## src/dbtu_queue.sv

```systemverilog
module dbtu_queue #(
    parameter int DEPTH = 2,
    parameter int WIDTH = 8
) (
    input  logic                       clk,
    input  logic                       rst_n,
    input  logic                       push,
    input  logic [WIDTH-1:0]           push_data,
    input  logic                       pop,
    output logic [WIDTH-1:0]           pop_data,
    output logic                       empty,
    output logic                       full,
    output logic [$clog2(DEPTH+1)-1:0] count
);

    localparam int PTR_BITS = (DEPTH > 1) ? $clog2(DEPTH) : 1;
    localparam int CNT_BITS = $clog2(DEPTH + 1);
    localparam logic [PTR_BITS-1:0] PTR_LAST = PTR_BITS'(DEPTH - 1);

    logic [WIDTH-1:0]    slot_reg [DEPTH];
    logic [PTR_BITS-1:0] wr_ptr_reg, wr_ptr_next;
    logic [PTR_BITS-1:0] rd_ptr_reg, rd_ptr_next;
    logic [CNT_BITS-1:0] count_reg, count_next;
    logic                do_push;
    logic                do_pop;

    assign empty    = (count_reg == '0);
    assign full     = (count_reg == CNT_BITS'(DEPTH));
    assign count    = count_reg;
    assign do_push  = push && !full;
    assign do_pop   = pop && !empty;
    assign pop_data = slot_reg[rd_ptr_reg];

    always_comb
    begin
        wr_ptr_next = wr_ptr_reg;
        rd_ptr_next = rd_ptr_reg;
        count_next  = count_reg;
        if (do_push)
        begin
            wr_ptr_next = (wr_ptr_reg == PTR_LAST) ? '0 : wr_ptr_reg + 1'b1;
        end
        if (do_pop)
        begin
            rd_ptr_next = (rd_ptr_reg == PTR_LAST) ? '0 : rd_ptr_reg + 1'b1;
        end
        if (do_push && !do_pop)
        begin
            count_next = count_reg + 1'b1;
        end
        else if (do_pop && !do_push)
        begin
            count_next = count_reg - 1'b1;
        end
    end

    always_ff @(posedge clk or negedge rst_n)
    begin
        if (!rst_n)
        begin
            wr_ptr_reg <= '0;
            rd_ptr_reg <= '0;
            count_reg  <= '0;
        end
        else
        begin
            wr_ptr_reg <= wr_ptr_next;
            rd_ptr_reg <= rd_ptr_next;
            count_reg  <= count_next;
        end
    end

    always_ff @(posedge clk)
    begin
        if (do_push)
        begin
            slot_reg[wr_ptr_reg] <= push_data;
        end
    end

endmodule

```

## config.mk

```make
export PLATFORM = sky130hd
export DESIGN_NAME = dbtu_queue
export DESIGN_NICKNAME = d
export VERILOG_FILES = /design/src/dbtu_queue.sv
export SDC_FILE = /design/constraint.sdc
export NUM_CORES = 1
export LEC_CHECK = 0
export BUFFER_PORTS_ARGS = -buffer_cell sky130_fd_sc_hd__clkbuf_2
export CAP_MARGIN = 10
export CORE_MARGIN = 8
export CORE_UTILIZATION = 47
export CTS_BUF_LIST = sky130_fd_sc_hd__clkbuf_4
export CTS_CLUSTER_SIZE = 14
export DETAILED_ROUTE_END_ITERATION = 10
export PLACE_DENSITY_LB_ADDON = 0.2
export SLEW_MARGIN = 20
export SYNTH_ARGS = -nofsm -noshare
export SYNTH_HDL_FRONTEND = slang
export SYNTH_SLANG_ARGS = --single-unit
export TNS_END_PERCENT = 100
```

## constraint.sdc

```tcl
create_clock -name clk -period 2.1 [get_ports clk]
set_input_delay 0.42 -clock clk [delete_from_list [all_inputs] [get_ports clk]]
set_output_delay 0.42 -clock clk [all_outputs]
set_load 0.01 [all_outputs]
```

Word-level counts from Yosys, hierarchy flattened
Memories as Yosys holds them, arrays and structs flattened.
Cells that the tools add are included.

storage, ports and cells
  memories = 1
  input bits = 12
  ROM bits = 0
  latch bits = 0
  memory bits (writable) = 16
  logic and storage cells = 25
  output and inout bits = 12
  register bits after elaboration = 4

memory list
  memory    words  bits a word  rd ports  clocked after Yosys merged registers in  wr ports  RTL line  RTL
  slot_reg  2      8            1         0                                        1         20        logic [WIDTH-1:0] slot_reg [DEPTH];

operators by class
  add/subtract/negate cells = 4
  magnitude comparators = 0
  multiply operators = 0
  reduce and logical (&&, ||, !) cells = 10
  divide/modulo/power cells = 0
  multiplexer cells = 6
  bitwise logic cells = 0
  shift operators = 0
  equal/unequal tests = 1

operators with widths
  kind                                                                count
  1-bit logical AND                                                   4
  1-bit logical NOT                                                   4
  1-bit two-way mux                                                   4
  2-bit two-way mux                                                   2
  1-bit adder, second input constant                                  2
  2-bit by 1-bit adder with 2-bit output, second input constant       1
  2-bit == test, second input constant                                1
  2-bit logical NOT                                                   1
  2-bit nonzero test                                                  1
  2-bit by 1-bit subtractor with 2-bit output, second input constant  1

Logic depth before layout (Yosys ltp)
  depth in word-level cells = 7
  depth in mapped cells = 7

Worst setup path before layout
Ideal clock, no wire load.

  path kind = reg-to-reg
  from = register count_reg[0], in the netlist count[0]
  to = memory slot_reg[0][0], enable pin
  arrival time = 1.081 ns
  path buffers = 0
  cell stages (with the launch flop) = 4
  clock period less this slack = 1.451 ns
  setup slack = 0.649 ns
  library setup time = 0.370 ns
  cell sequence = dfrtp_1 nand2b_1 nand2_2 nor2_1

between the ends
  cells in the longest elaborated chain, start to end = 5

ends and longest elaborated chain
  element                                  RTL line  RTL
  start, declared                          23        logic [CNT_BITS-1:0] count_reg, count_next;
  start signal, assigned                   69        count_reg <= count_next;
  2-bit == test                            28        assign full = (count_reg == CNT_BITS'(DEPTH));
  1-bit logical NOT                        30        assign do_push = push && !full;
  1-bit logical AND                        30
  1-bit two-way mux                        75        if (do_push)
  1-bit two-way mux (implied by the code)  77        slot_reg[wr_ptr_reg] <= push_data;
  end, declared                            20

Every way passes these cells.

Worst setup path in the final report
  from = register rd_ptr_reg
  to = output port pop_data[7]

between the ends
  cells in the longest elaborated chain, start to end = 1

ends and longest elaborated chain
  element                 RTL line  RTL
  start, declared         22        logic [PTR_BITS-1:0] rd_ptr_reg, rd_ptr_next;
  start signal, assigned  68        rd_ptr_reg <= rd_ptr_next;
  memory read 2 x 8 bit   -
  end, declared           10        output logic [WIDTH-1:0] pop_data,

Every way passes these cells.

==> run_results.csv <==
group,metric,value,unit
yosys,synth.distinct_cells,14,
pwr,total_power,1.244,mW
timing,hold-worst-slack,315.4,ps
setup_path,endpoint_kind,"output port",
yosys,yosys_warnings,0,
clock_tree,cts_tree,"yes",
yosys,synthMuxAreaShare,11.63,%
global_routing,grt_pass1_wl,1959,um
setup_path,crit_path_start,"rd_ptr_reg$_DFFE_PN0P_",
layout,design_area,948.4,um2
clock_tree,max-clock-path-buffers,2,
run_status,status,"finished, final reports clean",
yosys,synth_top_family_by_area,"multiplexers",
setup_path,start_kind,"flip-flop",
die,die_x,56.60,um
pwr,ir_worst_vdd,765.7,uV
detailed_routing,vias,442,
die,io_pins,24,
worst_hold_path,hold_class,"primary input to flip-flop",
layout,finish.utilization,62.23,%
detailed_routing,dr.first_iter.drc_count,3,
worst_hold_path,holdPathEnd,"slot_reg[0][5]$_DFFE_PP_",
placement,place.gp.congestion,0.6676,
yosys,yosys-top-cells-area,"edfxtp_1 (62%), dfrtp_1 (13%), mux2_1 (10%)",
run,maxCapViolations,0,
yosys,yosysMostFrequentCell,"edfxtp_1",
setup_path,r2r_slack,600,ps
layout,drive_gt1_share,40.28,%
timing,tightest_slew,399.5,ps
yosys,syn_nets,57,
timing,worst_slack,287.5,ps
setup_path,worstPathCellList,"mux2_2 -> clkbuf_2",
setup_path,critical_path_class,"flip-flop to output port",
yosys,netlist_instances,44,
die,dieArea,3203,um2
placement,hpwlAfterDp,957.1,um
setup_path,cp_num_buf_inv,1,
clock_tree,path_clk_slew,100,ps
global_routing,grt-ovfl-total,0,
placement,numPortBuffers,23,
yosys,synth_ff_type,"edfxtp_1",
yosys,syn_area,774.5,um2
yosys,synthAdderAreaFrac,1.616,%
layout,largest_reg_flops,16,
clock_tree,cts.sinks,20,
yosys,syn_avg_cell_area,17.60,um2
timing,finClkSkew,2.847,ps
layout,antenna_cells,0,
timing,setup_viol,0,
die,die_y,56.60,um
setup_path,arrival,1390,ps
setup_path,crit_required,1680,ps
timing,hold_viol_final,0,
setup_path,r2r-end,"count[1]$_DFFE_PN0P_",
global_routing,grt.total_usage,7.604,%
pwr,p_leak,0.4049,nW
yosys,synth_largest_area_cell,"edfxtp_1",
yosys,synth_edf_count,16,
detailed_routing,post_drt_wl_per_cell,13.66,um
yosys,yosysTopAreaCellShare,62.04,%
yosys,ys_ff_latch,20,
global_routing,antenna_found_initial,0,
placement,placed_area,912.1,um2
layout,syn_to_final_growth,22.46,%
clock_tree,cts_max_level,1,
clock_tree,cts_made_buffers,3,
setup_path,crit_fanout,9,
worst_hold_path,hold_depth,1,
die,initial_utilization,50.82,%
detailed_routing,avgViaCountPerCell,5.023,
clock_tree,clock-root-buffer,"clkbuf_4",
timing,maxSlewViolCount,0,
detailed_routing,drc,0,
layout,n_fill_cell,123,
pwr,pwr_density_cell,1311,nW/um2
timing,max_freq,551.7,MHz
yosys,ys_seq_area_share,74.96,%
setup_path,r2r_cells,7,
setup_path,slowest_delay,600,ps
layout,stdcell_count,88,
yosys,synth_simple_gate_area_share,3.877,%
placement,post-place-cells,83,
global_routing,grt_max_degree,12,
timing,slew_headroom,73.37,%
timing,min_period,1812,ps
setup_path,r2r-start,"count[0]$_DFFE_PN0P_",
yosys,synthArstFlopShare,20.00,%
yosys,synth_compound_area_share,0.6462,%
die,fp-row-count,14,
worst_hold_path,hp-start,"push_data[5]",
global_routing,grt_pass1_vias,488,
setup_path,slowest_stage,"dfrtp_1",
detailed_routing,dr.pass1.iters,2,
detailed_routing,wl,1202,um
timing,timing.final.crit_share,86.31,%
layout,nNetsFinal,86,
yosys,synth_xor_area_share,5.654,%
setup_path,critPathTopFamily,"flip-flops",
placement,place_ws,596.3,ps
yosys,synth_common_cells,"edfxtp_1 (16), mux2_1 (7), dfrtp_1 (4)",
timing,rsz0062_at_grt,"false",
timing,fin_tns_setup,0,ps
die,core_area,1524,um2
clock_tree,clkLatencyLatePin,290,ps
detailed_routing,antenna_left,0,
==> metal layers <==
metal  vias up  wire length (um)  track usage (%)
met1       208               527            7.432
met2        17               575            12.70
li1        217                 -                -
met3         0                98            5.169
met5         -                 0                0
met4         0                 0            2.062
==> timing repair <==
action	in CTS	in global routing
hold buffers	1	0
buffers inserted	0	0
endpoints found under the hold margin	4	0
resized for setup	0	0
==> worst max path at each step <==
stage                                          end  depth (start not counted)  slack (ps)
after CTS                              pop_data[7]                          2         250
after detailed placement               pop_data[7]                          2         600
after global placement                 pop_data[7]                          2         620
final                                  pop_data[7]                          2         290
after floorplan           slot_reg[0][0]$_DFFE_PP_                          3         650
after global routing                   pop_data[7]                          2         210
==> cells in the final DEF (no fill, tap or decap), drive strengths merged <==
cell	n
nand2	1
ha	1
clkbuf	26
nor2	3
and3	1
xnor2	3
edfxtp	16
buf	1
o21ai	1
dfrtp	4
xor2	2
clkinv	1
inv	2
nand2b	1
dlygate4sd3	1
mux2	8
==> cell type report <==
| class | count | area, um2 | area share [%] |
|---|---|---|---|
| timing repair buffer | 25 | 132.6 | 13.98 |
| sequential | 20 | 580.6 | 61.21 |
| multi-input combinational | 21 | 181.4 | 19.13 |
| tap | 16 | 20.02 | 2.111 |
| inverter | 2 | 7.507 | 0.7916 |
| clock inverter | 1 | 3.754 | 0.3958 |
| clock buffer | 3 | 22.52 | 2.375 |
==> report_power, final <==
part / switching (mW) / total (mW) / internal, mW
Clock: 0.105 / 0.174 / 0.0690
Combinational: 0.217 / 0.430 / 0.213
Sequential: 0.0862 / 0.640 / 0.554
==> kinds of logic (layout without fill, tap and decap cells) <==
| group | Yosys count | in the layout |
|---|---|---|
| flip-flops | 20 | 20 |
| multiplexers | 8 | 8 |
| AND/OR/NAND/NOR | 6 | 6 |
| XOR/XNOR | 5 | 5 |
| buffers and inverters | 3 | 31 |
| adder cells (fa/ha/maj) | 1 | 1 |
| AO/OA/AOI/OAI | 1 | 1 |
(Power assumes the default switching activity.)
