$ cat src/dbtu_pkg.sv
package dbtu_pkg;

    localparam int WIDTH_MAX_DEFAULT  = 256;
    localparam int HEIGHT_MAX_DEFAULT = 256;
    localparam int DEPTH_BITS_DEFAULT = 32;

    localparam int COORD_BITS  = 16;
    localparam int Q_BITS      = 32;
    localparam int STATUS_BITS = 2;
    localparam int RESULT_BITS = STATUS_BITS + Q_BITS;

    localparam int CFG_INDEX_BITS = 1;
    localparam int CFG_DATA_BITS  = 9;
    localparam logic [CFG_INDEX_BITS-1:0] REG_IMAGE_WIDTH  = 1'd0;
    localparam logic [CFG_INDEX_BITS-1:0] REG_IMAGE_HEIGHT = 1'd1;
    localparam logic [CFG_DATA_BITS-1:0]  CFG_SIZE_RESET   = 9'd256;

    localparam int MID_DEPTH    = 2;
    localparam int OUT_DEPTH    = 4;
    localparam int OUT_CNT_BITS = $clog2(OUT_DEPTH + 1);

    typedef enum logic [1:0] {
        CMD_TEST  = 2'd0,
        CMD_READ  = 2'd1,
        CMD_WRITE = 2'd2,
        CMD_CLEAR = 2'd3
    } cmd_t;

    typedef enum logic [2:0] {
        OP_TEST,
        OP_READ,
        OP_WRITE,
        OP_CLEAR,
        OP_RANGE
    } op_kind_t;

    typedef enum logic [STATUS_BITS-1:0] {
        STATUS_OK     = 2'd0,
        STATUS_REJECT = 2'd1,
        STATUS_RANGE  = 2'd2
    } status_t;

endpackage

$ cat src/dbtu_front.sv
module dbtu_front #(
    parameter int WIDTH_MAX  = dbtu_pkg::WIDTH_MAX_DEFAULT,
    parameter int HEIGHT_MAX = dbtu_pkg::HEIGHT_MAX_DEFAULT,
    parameter int DEPTH_BITS = dbtu_pkg::DEPTH_BITS_DEFAULT,
    parameter int ADDR_BITS  = 16
) (
    input  logic                                clk,
    input  logic                                rst_n,
    input  logic                                cfg_valid,
    output logic                                cfg_ready,
    input  logic [dbtu_pkg::CFG_INDEX_BITS-1:0] cfg_index,
    input  logic [dbtu_pkg::CFG_DATA_BITS-1:0]  cfg_data,
    input  logic                                push,
    output logic                                full,
    input  logic [1:0]                          command,
    input  logic [dbtu_pkg::COORD_BITS-1:0]     pixel_x,
    input  logic [dbtu_pkg::COORD_BITS-1:0]     pixel_y,
    input  logic signed [dbtu_pkg::Q_BITS-1:0]  frag_depth,
    input  logic                                queue_full,
    input  logic                                init_busy,
    output logic                                q_push,
    output dbtu_pkg::op_kind_t                  q_kind,
    output logic [ADDR_BITS-1:0]                q_addr,
    output logic [DEPTH_BITS-1:0]               q_depth
);

    localparam int CB = dbtu_pkg::COORD_BITS;
    localparam int DB = dbtu_pkg::CFG_DATA_BITS;
    localparam int IDX_BITS = 2 * DB + 1;
    localparam logic [CB-1:0] WIDTH_CAP  = CB'(WIDTH_MAX);
    localparam logic [CB-1:0] HEIGHT_CAP = CB'(HEIGHT_MAX);
    localparam logic signed [63:0] FAR64  =
        signed'(64'({1'b0, {(DEPTH_BITS-1){1'b1}}}));
    localparam logic signed [63:0] NEAR64 = -FAR64 - 64'sd1;

    logic [DB-1:0]           image_width_reg, image_width_next;
    logic [DB-1:0]           image_height_reg, image_height_next;
    logic [CB-1:0]           w_ext, h_ext, w_act, h_act;
    logic                    in_range;
    logic [IDX_BITS-1:0]     idx_sum;
    logic signed [63:0]      frag64, sat64;

    assign cfg_ready = 1'b1;
    assign full      = queue_full || init_busy;
    assign q_push    = push && !full;

    always_comb
    begin
        image_width_next  = image_width_reg;
        image_height_next = image_height_reg;
        if (cfg_valid)
        begin
            case (cfg_index)
                dbtu_pkg::REG_IMAGE_WIDTH:  image_width_next  = cfg_data;
                dbtu_pkg::REG_IMAGE_HEIGHT: image_height_next = cfg_data;
                default: ;
            endcase
        end
    end

    always_ff @(posedge clk or negedge rst_n)
    begin
        if (!rst_n)
        begin
            image_width_reg  <= dbtu_pkg::CFG_SIZE_RESET;
            image_height_reg <= dbtu_pkg::CFG_SIZE_RESET;
        end
        else
        begin
            image_width_reg  <= image_width_next;
            image_height_reg <= image_height_next;
        end
    end

    // The active size is the register capped at the store geometry.
    assign w_ext    = CB'(image_width_reg);
    assign h_ext    = CB'(image_height_reg);
    assign w_act    = (w_ext > WIDTH_CAP) ? WIDTH_CAP : w_ext;
    assign h_act    = (h_ext > HEIGHT_CAP) ? HEIGHT_CAP : h_ext;
    assign in_range = (pixel_x < w_act) && (pixel_y < h_act);

    // In range, x, y and the width all fit the register width.
    assign idx_sum = IDX_BITS'(pixel_x[DB-1:0])
                   + IDX_BITS'(w_act[DB-1:0]) * IDX_BITS'(pixel_y[DB-1:0]);
    assign q_addr  = ADDR_BITS'(idx_sum);

    assign frag64  = 64'(frag_depth);
    assign sat64   = (frag64 > FAR64) ? FAR64 : ((frag64 < NEAR64) ? NEAR64 : frag64);
    assign q_depth = sat64[DEPTH_BITS-1:0];

    always_comb
    begin
        case (dbtu_pkg::cmd_t'(command))
            dbtu_pkg::CMD_CLEAR: q_kind = dbtu_pkg::OP_CLEAR;
            dbtu_pkg::CMD_TEST:  q_kind = in_range ? dbtu_pkg::OP_TEST  : dbtu_pkg::OP_RANGE;
            dbtu_pkg::CMD_READ:  q_kind = in_range ? dbtu_pkg::OP_READ  : dbtu_pkg::OP_RANGE;
            dbtu_pkg::CMD_WRITE: q_kind = in_range ? dbtu_pkg::OP_WRITE : dbtu_pkg::OP_RANGE;
            default:             q_kind = dbtu_pkg::OP_RANGE;
        endcase
    end

endmodule

$ cat config.mk
export PLATFORM = sky130hd
export DESIGN_NAME = dbtu_front
export DESIGN_NICKNAME = d
export VERILOG_FILES = /design/src/dbtu_pkg.sv /design/src/dbtu_front.sv
export SDC_FILE = /design/constraint.sdc
export NUM_CORES = 1
export LEC_CHECK = 0
export BUFFER_PORTS_ARGS = -buffer_cell sky130_fd_sc_hd__buf_2
export CORE_ASPECT_RATIO = 1.5
export CORE_UTILIZATION = 50
export DETAILED_ROUTE_END_ITERATION = 8
export GPL_TIMING_DRIVEN = 0
export PLACE_DENSITY = 0.79
export SETUP_SLACK_MARGIN = 0.1
export SLEW_MARGIN = 0
export SYNTH_ARGS = -nofsm -noshare
export SYNTH_HDL_FRONTEND = slang
export SYNTH_SLANG_ARGS = --single-unit
$ cat constraint.sdc
create_clock -name clk -period 9.4 [get_ports clk]
set_clock_uncertainty 0.1 [all_clocks]
set_input_delay 1.88 -clock clk [delete_from_list [all_inputs] [get_ports clk]]
set_output_delay 1.88 -clock clk [all_outputs]
set_load 0.01 [all_outputs]
-- Yosys cells after proc, flatten, opt, wreduce, memory -nomap -nowiden
Index checks and enable logic that the tools add are counted.
- $add $sub $neg: 1
- bitwise logic cells: 1
- equality and inequality tests: 3
- $lt $le $gt $ge: 6
- multiply operators: 1
- reduce and logical (&&, ||, !) cells: 7
- multiplexer cells: 8
- operators with widths (operator ; count):
    $mux 32 ; 2
    $gt 32x32->1 const B ; 1
    $lt 16x9->1 ; 2
    $lt 32x32->1 const B ; 1
    $gt 9x9->1 const B ; 2
    $mux 9 ; 2
    $add 9x16->16 ; 1
    $mul 9x9->16 ; 1
    $pmux 3 s4 ; 1
    $mux 3 ; 3
    $eq 2x2->1 const B ; 2
    $reduce_and 2->1 ; 2
    $eq 2x1->1 const B ; 1
    $logic_and 1x1->1 ; 2
    $logic_not 2->1 ; 1
    $logic_not 1->1 ; 1
    $logic_or 1x1->1 ; 1
    $not 1->1 ; 1
- output and inout bits: 54
- input bits: 82
- bits in registers: 18
- word-level logic and storage cells: 29

-- Logic depth before layout (Yosys ltp)
- depth after elaboration: 6
- depth in mapped cells: 20
- gate-level depth less buffers: 18

-- Worst setup path before layout
Ideal clock, no wire load.
- path kind: input to output
- start point: input port pixel_y[2] (netlist bit)
- end point: output port q_addr[12]
- slack: 1.223 ns
- required time: 7.420 ns
- data arrival time: 6.197 ns
- buffers on the path: 1
- stages on the path: 17
- cell sequence: buf_1 -> nand2_1 -> fa_1 -> inv_1 -> fa_1 -> inv_1 -> fa_1 -> inv_1 -> fa_1 -> inv_1 -> fa_1 -> inv_1 -> ha_1 -> a211o_1 -> o21a_1 -> o41ai_1 -> xnor2_1
- cells in the longest elaborated chain, start to end: 2
- RTL lines (item ; line ; text):
    start: declaration ; dbtu_front.sv:17 ; input logic [dbtu_pkg::COORD_BITS-1:0] pixel_y,
    $mul 9x9->16 ; dbtu_front.sv:84 ; + IDX_BITS'(w_act[DB-1:0]) * IDX_BITS'(pixel_y[DB-1:0]);
    $add 9x16->16 ; dbtu_front.sv:84 ;
    end: declaration ; dbtu_front.sv:23 ; output logic [ADDR_BITS-1:0] q_addr,
Every way passes these cells.

-- Worst setup path after layout
- start point: input port pixel_y[2] (netlist bit)
- end point: output port q_addr[15]
Same word-level chain as after synthesis.

==> results.yml <==
drt:
  viasPerCell: 5.08
  route.top_layer_used: "met4"
  drtPass1Iterations: 4
  vias: 3455
  wl_per_cell_um: 13.0
  initialDrtViolationCount: 39
  met1_length_um: 3490
  drc: 0
  route.met3.wl_um: 251
  route.met2.wl_um: 4880
  wl_um: 8820
  drtAntennaViolNets: 0
global_route:
  grt_usage: 0.213
  grt_pass1_wl_um: 15100
  antenna_found_initial: 0
  grt_max_degree: 19
  grt_pass1_vias: 3570
  gr-total-overflow: 0
synth:
  synth_warnings: 0
  synth_xor_area_frac: 0.0357
  synth_edf_count: 0
  synthSimpleGateAreaFrac: 0.167
  ys_seq_area_frac: 0.109
  synth_nets: 666
  avgSynthCellArea_um2: 8.87
  yosys_register_bits: 18
  synth_cell_types: 48
  synth-compound-area-share: 0.0898
  synth_ff_type: "dfrtp_1"
  synth_top_family_by_area: "adder cells"
  muxShareOfSynthArea: 0.0459
  synthArstFlopShare: 1.00
  synthCells: 470
  synthAdderAreaFrac: 0.440
  syn_area_mm2: 0.00417
setup_path:
  crit_type: "input port to primary output"
  path_max_fanout: 9
  cp.required_ps: 7420
  arrival_ps: 6790
  cp_slowest_cell: "fa_1"
  worstPathCellList: "buf_2, buf_1, nand2_1, fa_1, inv_1, fa_1, inv_1, fa_1, inv_1, fa_1, inv_1, fa_1, inv_1, ha_1, a21oi_1, o211ai_1, and3_1, a211o_1, xnor2_1, buf_2"
  critPathLaunchType: "input port"
  slowest_delay_ps: 550
  endpoint_kind: "primary output"
pwr:
  power_frac_seq: 0.070
  power_switching_share: 0.506
  pwr-share-clk: 0.067
  p_leak_nw: 2.62
  irDropWorstVdd_v: 0.000306
  switching_power_uw: 703
  cellInternalPower_uw: 686
  power_density_mw_per_mm2: 284
  pwr-share-comb: 0.863
placement:
  hpwl_um: 7760
  pre_cts_slack_ps: 583
  portBuffers: 101
  gp_congestion: 0.822
  placed_cell_area_mm2: 0.00480
layout:
  fin_area_mm2: 0.00489
  nNetsFinal: 772
  antenna_cells: 0
  utilization: 0.607
  area_growth_pct: 17.4
  final_layout_size_suffix_gt1_frac: 0.238
outcome:
  status: "finished, final reports clean"
floorplanning:
  dieArea_mm2: 0.00871
  start_util: 0.517
  num_rows: 40
  chipWidth_um: 76.5
  io_pins: 136
  fp.coreArea_mm2: 0.00806
  die_y_um: 114
min_path:
  holdCritPathClass: "register to register"
clock_network:
  ctsHtreeMaxLevel: 1
  cts_root_buf: "clkbuf_16"
  insertion_delay_ps: 250
  postCtsSetupBuffers: 0
  cts_hold_buf: 0
  path_clk_slew_ps: 50
  cts_resized: 0
  clock-sinks: 18
  numCtsBuffers: 3
  cts_tree: "done"
  clockBufferDepth: 2
timing:
  period_minus_slack_ps: 8770
  whs_ps: 397
  finalCritPeriodShare: 0.933
  relSlewSlack: 0.619
  hold_violations: 0
  finalSetupViolCount: 0
  setup_ws_ps: 625
  rsz0062_at_grt: "no"
  worst_slew_pin_slew_ps: 570
  setup_tns_ps: 0
  max_freq_ghz: 0.114
  maxSlewViolCount: 0
run:
  drv_cap: 0
cells in the final DEF, fill, tap and decap left out, types with 3 or more instances in the layout:
master,netlist,layout
xnor2_1,12,12
clkbuf_1,41,41
fa_1,54,54
nand3_1,3,3
a21o_1,5,5
o21ai_1,4,4
nor4_1,4,4
buf_2,0,101
dfrtp_1,16,16
o21ai_0,4,4
nor2_1,11,11
nor2b_1,9,9
ha_1,60,60
o211ai_1,4,4
and2_1,43,43
mux2_2,17,17
nand2_1,48,48
clkbuf_16,0,3
o21a_1,3,3
xor2_1,5,5
inv_1,76,76
a21oi_1,12,12
stage by stage:
| step | total power [mW] | std cells |
|---|---|---|
| after detailed placement | 1.30 | 676 |
| final | 1.39 | 680 |
| after floorplan | 0.968 | 470 |
| after global placement | 1.27 | 676 |
| after CTS | 1.41 | 680 |
| after global routing | 1.57 | 680 |
worst max-delay path, delay by kind of cell:
family	cells	cell delay, ps
and+or+nand+nor	2	390
AOI/OAI and AO/OA	3	780
buffers and inverters	8	830
xor gates and xnor gates	1	160
adders and majority gates	6	2760
cells in the mapped netlist (all sizes together), types with 4 or more instances:
cell	instances	share of area
inv	76	0.068
ha	60	0.18
fa	54	0.26
nand2	48	0.043
and2	45	0.068
clkbuf	41	0.037
mux2	17	0.046
dfrtp	16	0.096
a21oi	12	0.014
xnor2	12	0.025
nor2	11	0.0099
nor2b	9	0.014
o21ai	8	0.0096
a21o	6	0.011
o211ai	5	0.010
xor2	5	0.011
buf	4	0.0063
nor4	4	0.0060
cell type report:
cell class / instances / area, um^2
Tap cell: 105 / 131
Clock buffer: 4 / 88.8
Buffer: 45 / 180
Fill cell: 724 / 3160
Sequential cell: 18 / 453
Timing Repair Buffer: 101 / 505
Multi-Input combinational cell: 330 / 3250
Inverter: 77 / 289
final timing paths:
check | start | end | slack (ps) | cells past startpoint
min in group asynchronous | rst_n | image_height_reg[2] | 1450 | 1
hold reg to reg | image_width_reg[5] | image_width_reg[5] | 400 | 1
setup / recovery | pixel_y[2] | q_addr[15] | 630 | 20
max in group asynchronous | rst_n | image_width_reg[8] | 7440 | 1
hold / removal | image_width_reg[5] | image_width_reg[5] | 400 | 1
setup reg to reg | image_width_reg[8] | image_width_reg[8] | 8370 | 2
per-layer routing:
layer | up-vias | track usage
met2 | 98 | 0.417
li1 | 1680 | -
met1 | 1655 | 0.234
met3 | 22 | 0.0144
met4 | 0 | 0.0859
met5 | - | 0
power by group through the flow:
stage               registers (mW)  clock network (mW)  logic, mW
detailed placement          0.0988                   0       1.21
floorplan                   0.0957                   0      0.872
CTS                         0.0977              0.0942       1.21
finish                      0.0977              0.0930       1.20
global route                0.0991              0.0975       1.38
global placement            0.0979                   0       1.17
logic make-up after synthesis:
kind of cell,Yosys count
fa+ha+maj,114
simple gates,131
xor+xnor,17
other cells,1
mux,17
buf+inv,122
compound gates,50
flops,18
Note: power is estimated with default switching activity, not from simulation.
